## config.mk

```make
export PLATFORM = sky130hd
export DESIGN_NAME = preemptive_priority_dispatcher
export DESIGN_NICKNAME = d
export VERILOG_FILES = /design/src/rtl/ppd_pkg.sv /design/src/rtl/ppd_ram.sv /design/src/rtl/ppd_ctrl.sv /design/src/rtl/ppd_datapath.sv /design/src/rtl/preemptive_priority_dispatcher.sv
export SDC_FILE = /design/constraint.sdc
export NUM_CORES = 2
export LEC_CHECK = 0
export ABC_CLOCK_PERIOD_IN_PS = 13750
export BUFFER_PORTS_ARGS = -buffer_cell sky130_fd_sc_hd__buf_2
export CORE_UTILIZATION = 39
export DETAILED_ROUTE_END_ITERATION = 10
export PLACE_DENSITY = 0.63
export SYNTH_ARGS = -nofsm -noshare
export SYNTH_HDL_FRONTEND = slang
export SYNTH_SLANG_ARGS = --single-unit
```

## constraint.sdc

```tcl
create_clock -name clk -period 13.75 [get_ports clk]
set_input_delay 3.4375 -clock clk [delete_from_list [all_inputs] [get_ports clk]]
set_output_delay 3.4375 -clock clk [all_outputs]
set_load 0.02 [all_outputs]
```

## src/rtl/ppd_pkg.sv

```systemverilog
// Shared types and constants for the preemptive priority dispatcher.
package ppd_pkg;

  localparam int S_TDATA_W = 80;
  localparam int M_TDATA_W = 72;
  localparam int M_TUSER_W = 3;

  localparam logic REQ_ARRIVE = 1'b0;
  localparam logic REQ_STEP   = 1'b1;

  localparam logic [2:0] EV_STARTED  = 3'd0;
  localparam logic [2:0] EV_RESUMED  = 3'd1;
  localparam logic [2:0] EV_STOPPED  = 3'd2;
  localparam logic [2:0] EV_FINISHED = 3'd3;
  localparam logic [2:0] EV_DROPPED  = 3'd4;

  typedef struct packed {
    logic        valid;
    logic        started;
    logic [7:0]  id;
    logic [3:0]  prio;
    logic [15:0] arrival;
    logic [15:0] run_time;
    logic [15:0] remaining;
  } entry_t;

  typedef enum logic [2:0] {
    ST_CLEAR,
    ST_IDLE,
    ST_SCAN,
    ST_TAIL,
    ST_DECIDE
  } state_t;

  typedef struct packed {
    logic clear_wr;
    logic capture;
    logic scan_rd;
    logic commit;
  } cmd_t;

  typedef struct packed {
    logic cnt_last;
    logic has_result;
    logic out_free;
  } status_t;

endpackage

```

## src/rtl/ppd_ram.sv

```systemverilog
// Generic single write port, single read port RAM with registered read.
module ppd_ram #(
  parameter int WIDTH = 8,
  parameter int DEPTH = 16
) (
  input  logic                            clk,
  input  logic                            we,
  input  logic [$clog2(DEPTH)-1:0]        waddr,
  input  logic [WIDTH-1:0]                wdata,
  input  logic                            re,
  input  logic [$clog2(DEPTH)-1:0]        raddr,
  output logic [WIDTH-1:0]                rdata
);

  logic [WIDTH-1:0] mem [DEPTH];

  always_ff @(posedge clk) begin
    if (we) begin
      mem[waddr] <= wdata;
    end
    if (re) begin
      rdata <= mem[raddr];
    end
  end

endmodule

```

## src/rtl/ppd_ctrl.sv

```systemverilog
// Dispatcher controller: clearing pass, input accept, store scan and commit sequencing.
module ppd_ctrl (
  input  logic              clk,
  input  logic              rst,
  input  logic              s_tvalid,
  output logic              s_tready,
  input  ppd_pkg::status_t  status,
  output ppd_pkg::cmd_t     cmd
);

  ppd_pkg::state_t state, state_next;

  always_ff @(posedge clk) begin
    if (rst) begin
      state <= ppd_pkg::ST_CLEAR;
    end else begin
      state <= state_next;
    end
  end

  always_comb begin
    state_next = state;
    case (state)
      ppd_pkg::ST_CLEAR: begin
        if (status.cnt_last) state_next = ppd_pkg::ST_IDLE;
      end
      ppd_pkg::ST_IDLE: begin
        if (s_tvalid) state_next = ppd_pkg::ST_SCAN;
      end
      ppd_pkg::ST_SCAN: begin
        if (status.cnt_last) state_next = ppd_pkg::ST_TAIL;
      end
      ppd_pkg::ST_TAIL: begin
        state_next = ppd_pkg::ST_DECIDE;
      end
      ppd_pkg::ST_DECIDE: begin
        if (!status.has_result || status.out_free) state_next = ppd_pkg::ST_IDLE;
      end
      default: begin
        state_next = ppd_pkg::ST_CLEAR;
      end
    endcase
  end

  always_comb begin
    cmd      = '0;
    s_tready = 1'b0;
    case (state)
      ppd_pkg::ST_CLEAR: begin
        cmd.clear_wr = 1'b1;
      end
      ppd_pkg::ST_IDLE: begin
        s_tready    = 1'b1;
        cmd.capture = s_tvalid;
      end
      ppd_pkg::ST_SCAN: begin
        cmd.scan_rd = 1'b1;
      end
      ppd_pkg::ST_DECIDE: begin
        cmd.commit = !status.has_result || status.out_free;
      end
      default: begin
        cmd = '0;
      end
    endcase
  end

endmodule

```

## src/rtl/ppd_datapath.sv

```systemverilog
// Dispatcher datapath: ready store, scan accumulators, running task, event output register.
module ppd_datapath #(
  parameter int MAX_TASKS = 64
) (
  input  logic                            clk,
  input  logic                            rst,
  input  ppd_pkg::cmd_t                   cmd,
  output ppd_pkg::status_t                status,
  input  logic [ppd_pkg::S_TDATA_W-1:0]   s_tdata,
  input  logic                            s_tuser,
  output logic                            m_tvalid,
  input  logic                            m_tready,
  output logic [ppd_pkg::M_TDATA_W-1:0]   m_tdata,
  output logic [ppd_pkg::M_TUSER_W-1:0]   m_tuser
);

  localparam int AW = $clog2(MAX_TASKS);
  localparam int CW = $clog2(MAX_TASKS + 1);
  localparam int EW = $bits(ppd_pkg::entry_t);

  // captured beat
  logic        in_req;
  logic [7:0]  in_id;
  logic [3:0]  in_prio;
  logic [15:0] in_arr;
  logic [15:0] in_run;
  logic [15:0] in_now;
  logic [15:0] in_rep;

  // scan
  logic [AW-1:0] cnt;
  logic          rd_v;
  logic [AW-1:0] rd_idx;
  logic [CW-1:0] count;
  logic          best_found;
  logic [AW-1:0] best_idx;
  ppd_pkg::entry_t best;
  logic          free_found;
  logic [AW-1:0] free_idx;

  // scheduler state
  logic            run_valid;
  ppd_pkg::entry_t run;
  logic [15:0]     last_time;
  logic            last_valid;

  // store port
  logic            ram_we;
  logic [AW-1:0]   ram_waddr;
  ppd_pkg::entry_t ram_wentry;
  logic [EW-1:0]   ram_rdata;
  ppd_pkg::entry_t rd_entry;

  logic cnt_last;
  assign cnt_last = (cnt == AW'(MAX_TASKS - 1));
  assign rd_entry = ppd_pkg::entry_t'(ram_rdata);

  // decision
  logic          is_step;
  logic [CW:0]   occupancy;
  logic          drop, finish, stop, start, insert, has_result, out_free;
  logic [2:0]    ev_kind;
  logic [7:0]    ev_task;
  logic [15:0]   ev_time;
  logic [15:0]   ev_rem;
  logic [15:0]   ev_wait;
  logic [15:0]   ev_ta;
  ppd_pkg::entry_t ev_entry;
  logic [18:0]   wait_raw;
  logic [16:0]   ta_raw;

  assign is_step   = (in_req == ppd_pkg::REQ_STEP);
  assign occupancy = {1'b0, count} + (CW + 1)'(run_valid);
  assign drop      = !is_step && (occupancy >= (CW + 1)'(MAX_TASKS));
  assign insert    = !is_step && !drop;
  assign finish    = is_step && run_valid && (in_rep == 16'd0);
  assign stop      = is_step && run_valid && (in_rep != 16'd0) && best_found
                     && (best.prio < run.prio);
  assign start     = is_step && !run_valid && best_found
                     && !(last_valid && (last_time == in_now));
  assign has_result = drop || finish || stop || start;
  assign out_free   = !m_tvalid || m_tready;

  always_comb begin
    ev_entry = start ? best : run;
    ev_rem   = start ? best.remaining : (stop ? in_rep : 16'd0);
    if (start) begin
      ev_kind = best.started ? ppd_pkg::EV_RESUMED : ppd_pkg::EV_STARTED;
    end else if (stop) begin
      ev_kind = ppd_pkg::EV_STOPPED;
    end else if (finish) begin
      ev_kind = ppd_pkg::EV_FINISHED;
    end else begin
      ev_kind = ppd_pkg::EV_DROPPED;
    end
    wait_raw = {3'b0, in_now} - {3'b0, ev_entry.arrival} - {3'b0, ev_entry.run_time}
               + {3'b0, ev_rem};
    ta_raw   = {1'b0, in_now} - {1'b0, ev_entry.arrival};
    if (wait_raw[18]) begin
      ev_wait = 16'd0;
    end else if (|wait_raw[17:16]) begin
      ev_wait = 16'hFFFF;
    end else begin
      ev_wait = wait_raw[15:0];
    end
    ev_ta = (finish && !ta_raw[16]) ? ta_raw[15:0] : 16'd0;
    if (drop) begin
      ev_task = in_id;
      ev_time = in_arr;
      ev_rem  = in_run;
      ev_wait = 16'd0;
      ev_ta   = 16'd0;
    end else begin
      ev_task = ev_entry.id;
      ev_time = in_now;
    end
  end

  // store write port
  always_comb begin
    ram_we     = cmd.clear_wr || (cmd.commit && (insert || stop || start));
    ram_waddr  = free_idx;
    ram_wentry = '0;
    if (cmd.clear_wr) begin
      ram_waddr = cnt;
    end else if (start) begin
      ram_waddr = best_idx;
    end else if (insert) begin
      ram_wentry = '{valid: 1'b1, started: 1'b0, id: in_id, prio: in_prio,
                     arrival: in_arr, run_time: in_run, remaining: in_run};
    end else begin
      ram_wentry           = run;
      ram_wentry.valid     = 1'b1;
      ram_wentry.started   = 1'b1;
      ram_wentry.remaining = in_rep;
    end
  end

  ppd_ram #(
    .WIDTH (EW),
    .DEPTH (MAX_TASKS)
  ) u_store (
    .clk   (clk),
    .we    (ram_we),
    .waddr (ram_waddr),
    .wdata (EW'(ram_wentry)),
    .re    (cmd.scan_rd),
    .raddr (cnt),
    .rdata (ram_rdata)
  );

  // control registers
  always_ff @(posedge clk) begin
    if (rst) begin
      cnt        <= '0;
      rd_v       <= 1'b0;
      run_valid  <= 1'b0;
      last_valid <= 1'b0;
      last_time  <= '0;
      m_tvalid   <= 1'b0;
    end else begin
      rd_v <= cmd.scan_rd;
      if (cmd.capture) begin
        cnt <= '0;
      end else if (cmd.clear_wr || cmd.scan_rd) begin
        cnt <= cnt_last ? '0 : cnt + 1'b1;
      end
      if (cmd.commit) begin
        if (finish || stop) begin
          run_valid  <= 1'b0;
          last_valid <= 1'b1;
          last_time  <= in_now;
        end else if (start) begin
          run_valid <= 1'b1;
        end
      end
      if (cmd.commit && has_result) begin
        m_tvalid <= 1'b1;
      end else if (m_tready) begin
        m_tvalid <= 1'b0;
      end
    end
  end

  // payload registers
  always_ff @(posedge clk) begin
    rd_idx <= cnt;
    if (cmd.capture) begin
      in_req     <= s_tuser;
      in_id      <= s_tdata[7:0];
      in_prio    <= s_tdata[11:8];
      in_arr     <= s_tdata[27:12];
      in_run     <= s_tdata[43:28];
      in_now     <= s_tdata[59:44];
      in_rep     <= s_tdata[75:60];
      count      <= '0;
      best_found <= 1'b0;
      free_found <= 1'b0;
    end else if (rd_v) begin
      if (rd_entry.valid) begin
        count <= count + 1'b1;
        if (!best_found || ({rd_entry.prio, rd_entry.arrival, rd_entry.id}
                            < {best.prio, best.arrival, best.id})) begin
          best_found <= 1'b1;
          best_idx   <= rd_idx;
          best       <= rd_entry;
        end
      end else if (!free_found) begin
        free_found <= 1'b1;
        free_idx   <= rd_idx;
      end
    end
    // started flag is forced when the task goes back into the store
    if (cmd.commit && start) begin
      run <= best;
    end
    if (cmd.commit && has_result) begin
      m_tdata <= {ev_ta, ev_wait, ev_rem, ev_time, ev_task};
      m_tuser <= ev_kind;
    end
  end

  assign status.cnt_last   = cnt_last;
  assign status.has_result = has_result;
  assign status.out_free   = out_free;

  a_occupancy: assert property (@(posedge clk) disable iff (rst)
    cmd.commit |-> (occupancy <= (CW + 1)'(MAX_TASKS)))
    else $error("store plus running task exceed capacity");

  a_free_slot: assert property (@(posedge clk) disable iff (rst)
    (cmd.commit && (insert || stop)) |-> free_found)
    else $error("store write without a free slot");

  a_start: assert property (@(posedge clk) disable iff (rst)
    (cmd.commit && start) |=> (run_valid && m_tvalid))
    else $error("start did not load running task and event");

  a_release: assert property (@(posedge clk) disable iff (rst)
    (cmd.commit && (finish || stop)) |=> (!run_valid && last_valid))
    else $error("finish or stop did not release running task");

endmodule

```

## src/rtl/preemptive_priority_dispatcher.sv

```systemverilog
// Top level of the preemptive priority dispatcher.
// Each accepted beat passes through an accept state, a scan of every ready-store slot through
// the store's single read port, a tail state for the last read and a decision state that
// writes the store and loads the event register. The decision state is held for as long as
// the beat makes an event and the previous event still waits on the output. The next beat is
// taken while an event still waits on the output. After reset a clearing pass empties the
// store before the first beat is accepted. Arrive beats put a task into the lowest free slot
// or report it dropped; step beats finish, stop, start or resume the running task, ordering
// ready tasks by priority, then arrival, then id, then slot.
module preemptive_priority_dispatcher #(
  parameter int MAX_TASKS = 64
) (
  input  logic                            clk,
  input  logic                            rst,
  input  logic                            s_tvalid,
  output logic                            s_tready,
  // task_id, task_priority, arrival_time, run_time, step_time, reported_remaining
  input  logic [ppd_pkg::S_TDATA_W-1:0]   s_tdata,
  // req_type
  input  logic                            s_tuser,
  output logic                            m_tvalid,
  input  logic                            m_tready,
  // event_task, event_time, task_remaining, waiting_time, turnaround_time
  output logic [ppd_pkg::M_TDATA_W-1:0]   m_tdata,
  // event_kind
  output logic [ppd_pkg::M_TUSER_W-1:0]   m_tuser
);

  ppd_pkg::cmd_t    cmd;
  ppd_pkg::status_t status;

  ppd_ctrl u_ctrl (
    .clk      (clk),
    .rst      (rst),
    .s_tvalid (s_tvalid),
    .s_tready (s_tready),
    .status   (status),
    .cmd      (cmd)
  );

  ppd_datapath #(
    .MAX_TASKS (MAX_TASKS)
  ) u_datapath (
    .clk      (clk),
    .rst      (rst),
    .cmd      (cmd),
    .status   (status),
    .s_tdata  (s_tdata),
    .s_tuser  (s_tuser),
    .m_tvalid (m_tvalid),
    .m_tready (m_tready),
    .m_tdata  (m_tdata),
    .m_tuser  (m_tuser)
  );

endmodule

```

==> impl_metrics.py <==
metrics = {
    "die": {
        "chipWidth_um": 656.1,
        "chipHeight_um": 656.1,
        "die-area_um2": 430500,
        "std_cell_rows": 239,
        "io_pins": 162,
        "initial_core_util_pct": 39.27,
        "core_um2": 424900,
    },
    "clock_network": {
        "numCtsBuffers": 428,
        "cts_tree": "built",
        "postCtsSetupBuffers": 0,
        "clkSlewWorstSetupHoldPaths_ns": 0.06,
        "cts_resized": 0,
        "htree_levels": 5,
        "clock-root-buffer": "clkbuf_16",
        "cts.sinks": 4343,
        "clk_latency_ns": 0.98,
        "clockBufferDepth": 4,
        "holdBufCountCts": 0,
    },
    "min_path": {
        "hp-class": "flop to flop",
    },
    "synth": {
        "yosys_register_bits": 4343,
        "synth-async-reset-ratio_pct": 0,
        "synth_largest_area_cell": "edfxtp_1",
        "synthAdderAreaFrac_pct": 0.7138,
        "synth_fp_nets": 7154,
        "netlist_instances": 6984,
        "synthSimpleGateAreaFrac_pct": 1.267,
        "synth_top_area_share_pct": 77.36,
        "synth_edf_count": 4299,
        "synth-seq-area-share_pct": 77.88,
        "synth_top_family_by_area": "multiplexers",
        "muxShareOfSynthArea_pct": 17.95,
        "synth.area.top_cells": "edfxtp_1 77%, mux4_2 18%, clkbuf_1 0.53%, dfxtp_1 0.53%, ha_1 0.51%",
        "syn_area_um2": 166900,
        "synth_compound_area_share_pct": 0.9717,
        "ys.flop_type": "edfxtp_1",
        "synth_xor_area_share_pct": 0.2257,
        "synth_warnings": 0,
        "avgSynthCellArea_um2": 23.89,
        "ys_types": 68,
    },
    "timing": {
        "setup_ws_ns": 5.899,
        "rsz0062_at_grt": "no",
        "drv_slew": 0,
        "fin_crit_ns": 7.851,
        "min_period_over_period_pct": 57.10,
        "fmax_ghz": 0.1274,
        "fin_skew_ns": 0.07461,
        "tightestPinTransition_ns": 1.368,
        "tns_ns": 0,
        "final_hold_viol_count": 0,
        "max-slew-margin-rel_pct": 8.083,
        "whs_ns": 0.4108,
        "setup_viol": 0,
    },
    "final_layout": {
        "final_nets": 7678,
        "nFillCells": 34790,
        "multi_input_area_um2": 36450,
        "finalInstanceArea_um2": 190600,
        "drive_above_1_share_pct": 32.18,
        "syn_to_final_growth_pct": 14.20,
        "instances_no_fill": 13570,
        "seq_area_um2": 130000,
    },
    "routing": {
        "dr.first_iter.drc_count": 11280,
        "ant_nets": 0,
        "vias": 80150,
        "wl_per_cell_um": 34.84,
        "top_layer": "met4",
        "met2WireLength_mm": 229.1,
        "drt-met1-wl_mm": 176.5,
        "viasPerCell": 5.908,
        "wl_met3_mm": 43.36,
        "drt-total-wl_mm": 472.7,
        "first_pass_iters": 6,
        "drcViolationCount": 0,
    },
    "power": {
        "leakage_nw": 60.00,
        "peakVddDrop_v": 0.0001113,
        "power.density_nw_per_um2": 142.8,
    },
    "place": {
        "place.detailed.hpwl_mm": 257.7,
        "dp_slack_ns": 5.909,
        "dpl-instance-area_um2": 176800,
        "placedCellCount": 12740,
        "gp_congestion": 0.8478,
        "portBuffers": 157,
    },
    "setup_path": {
        "path_max_fanout": 17,
        "setup.worst_path.start": "u_datapath.in_now[7]$_DFFE_PP_",
        "rr_startpoint": "u_datapath.in_now[7]$_DFFE_PP_",
        "crit_required_ns": 14.39,
        "end_kind": "flop",
        "setup.worst_path.start_class": "flop",
        "ff2ff_path_depth": 23,
        "timing.rr.end": "u_datapath.m_tdata[50]$_SDFFCE_PP0P_",
        "endpoint": "u_datapath.m_tdata[50]$_SDFFCE_PP0P_",
        "ff2ff_setup_slack_ns": 5.90,
        "path_class": "flop to flop",
        "cp.arrival_ns": 8.49,
    },
    "run": {
        "maxCapViolCount": 0,
    },
    "global_route": {
        "grt_pass1_vias": 80040,
        "track_usage_pct": 21.54,
        "overflow": 0,
        "grt_max_degree": 151,
        "grt_pass1_wl_mm": 647.7,
        "antenna_found_initial": 19,
    },
    "status": {
        "status": "finished, final reports clean",
    },
}
## metrics by stage
stage / utilization (%) / total power, mW
after CTS: 44.79 / 27.36
after global placement: 41.61 / 16.10
after detailed placement: 41.61 / 16.11
after global routing: 44.84 / 27.86
after floorplan: - / 15.69
final: 44.85 / 27.21
## logic make-up (layout without fill, tap and decap cells)
| kind of cell | count (synthesis) | in the layout |
|---|---|---|
| buffers and inverters | 422 | 1304 |
| AND/OR/NAND/NOR | 463 | 463 |
| flip-flops | 4343 | 4343 |
| AO/OA/AOI/OAI | 267 | 267 |
| XOR/XNOR | 43 | 43 |
| other | 0 | 39 |
| adder cells (fa/ha/maj) | 85 | 85 |
| multiplexers | 1361 | 1361 |
## routing by layer
| metal | vias up | GRT usage, % |
|---|---|---|
| li1 | 31040 | - |
| met1 | 43750 | 28.70 |
| met2 | 4518 | 34.99 |
| met3 | 846 | 3.720 |
| met4 | 0 | 9.419 |
| met5 | - | 0 |
## worst min path at each step
stage / start / cells after the start / end
after CTS: u_datapath.u_store.rdata[4]$_DFFE_PP_ / 0 / u_datapath.best[4]$_DFFE_PP_
final: u_datapath.u_store.rdata[4]$_DFFE_PP_ / 0 / u_datapath.best[4]$_DFFE_PP_
after floorplan: u_datapath.cnt[2]$_SDFFE_PP0P_ / 0 / u_datapath.rd_idx[2]$_DFF_P_
after global routing: u_datapath.u_store.rdata[4]$_DFFE_PP_ / 0 / u_datapath.best[4]$_DFFE_PP_
after detailed placement: u_datapath.u_store.rdata[10]$_DFFE_PP_ / 0 / u_datapath.best[10]$_DFFE_PP_
after global placement: u_datapath.u_store.rdata[15]$_DFFE_PP_ / 0 / u_datapath.best[15]$_DFFE_PP_
## cell usage after synthesis, drive strengths merged, types with 10 or more instances
master / instances
a211oi: 11
a21o: 18
a21oi: 114
a22oi: 10
buf: 107
clkbuf: 237
dfxtp: 44
edfxtp: 4299
fa: 17
ha: 68
inv: 78
mux2: 28
mux2i: 31
mux4: 1302
nand2: 207
nand2b: 11
nand3: 17
nand4: 11
nor2: 101
nor2b: 12
nor3: 49
nor4: 11
o21ai: 59
xnor2: 14
xor2: 29
## cells in the final DEF (no fill, tap or decap), types with 14 or more instances in the layout
| master | count |
|---|---|
| a21o_1 | 18 |
| a21oi_1 | 53 |
| a21oi_4 | 61 |
| buf_12 | 14 |
| buf_2 | 157 |
| buf_4 | 264 |
| bufinv_16 | 32 |
| clkbuf_1 | 94 |
| clkbuf_16 | 434 |
| clkinv_1 | 100 |
| clkinv_2 | 83 |
| clkinvlp_4 | 14 |
| dfxtp_1 | 38 |
| diode_2 | 39 |
| edfxtp_1 | 4299 |
| fa_1 | 17 |
| ha_1 | 68 |
| inv_1 | 77 |
| mux2_2 | 28 |
| mux2i_1 | 30 |
| mux4_2 | 1302 |
| nand2_1 | 205 |
| nand3_1 | 17 |
| nor2_1 | 68 |
| nor2_4 | 33 |
| nor3_1 | 15 |
| nor3_2 | 30 |
| o21ai_0 | 56 |
| xnor2_1 | 14 |
| xor2_1 | 29 |
## where the power goes
group          switching [mW]  internal [mW]
registers              0.0316           14.4
logic                   0.703          0.659
clock network            4.98           6.41
total                    5.71           21.5
## flip-flops by register name, indices dropped and copies added, names as in the netlist, 16 cells and up
register	cells
u_datapath.u_store.mem	3968
u_datapath.last_time	16
u_datapath.in_rep	16
u_datapath.best	61
u_datapath.run	44
u_datapath.m_tdata	72
u_datapath.in_run	16
u_datapath.in_arr	16
u_datapath.u_store.rdata	62
u_datapath.in_now	16
## area by class of cell
| type | count | area share (%) |
|---|---|---|
| tap | 5663 | 3.718 |
| multi-input combinational | 2219 | 19.12 |
| clock buffer | 532 | 5.913 |
| sequential | 4343 | 68.21 |
| clock inverter | 256 | 1.183 |
| inverter | 78 | 0.1563 |
| antenna | 39 | 0.05121 |
| timing repair buffer | 438 | 1.643 |
## critical path, cell delays in order, from the launching register on
cell and delay, ns:
edfxtp_1 0.56, xor2_1 0.22, nor4_2 0.42, nand3_1 0.34, o21ai_4 0.55, mux2_2 0.43, inv_1 0.06, ha_1 0.21
nor2b_1 0.14, o31a_1 0.28, o21ai_0 0.63, o211ai_1 0.29, a22o_1 0.30, fa_1 0.54, inv_1 0.05, ha_1 0.33
and3_1 0.26, and2_1 0.19, o211ai_1 0.14, a211oi_1 0.13, o21bai_1 0.82, a21oi_1 0.12, o31ai_2 0.26, o21ai_0 0.22
Power figures use the tool's default switching activity.
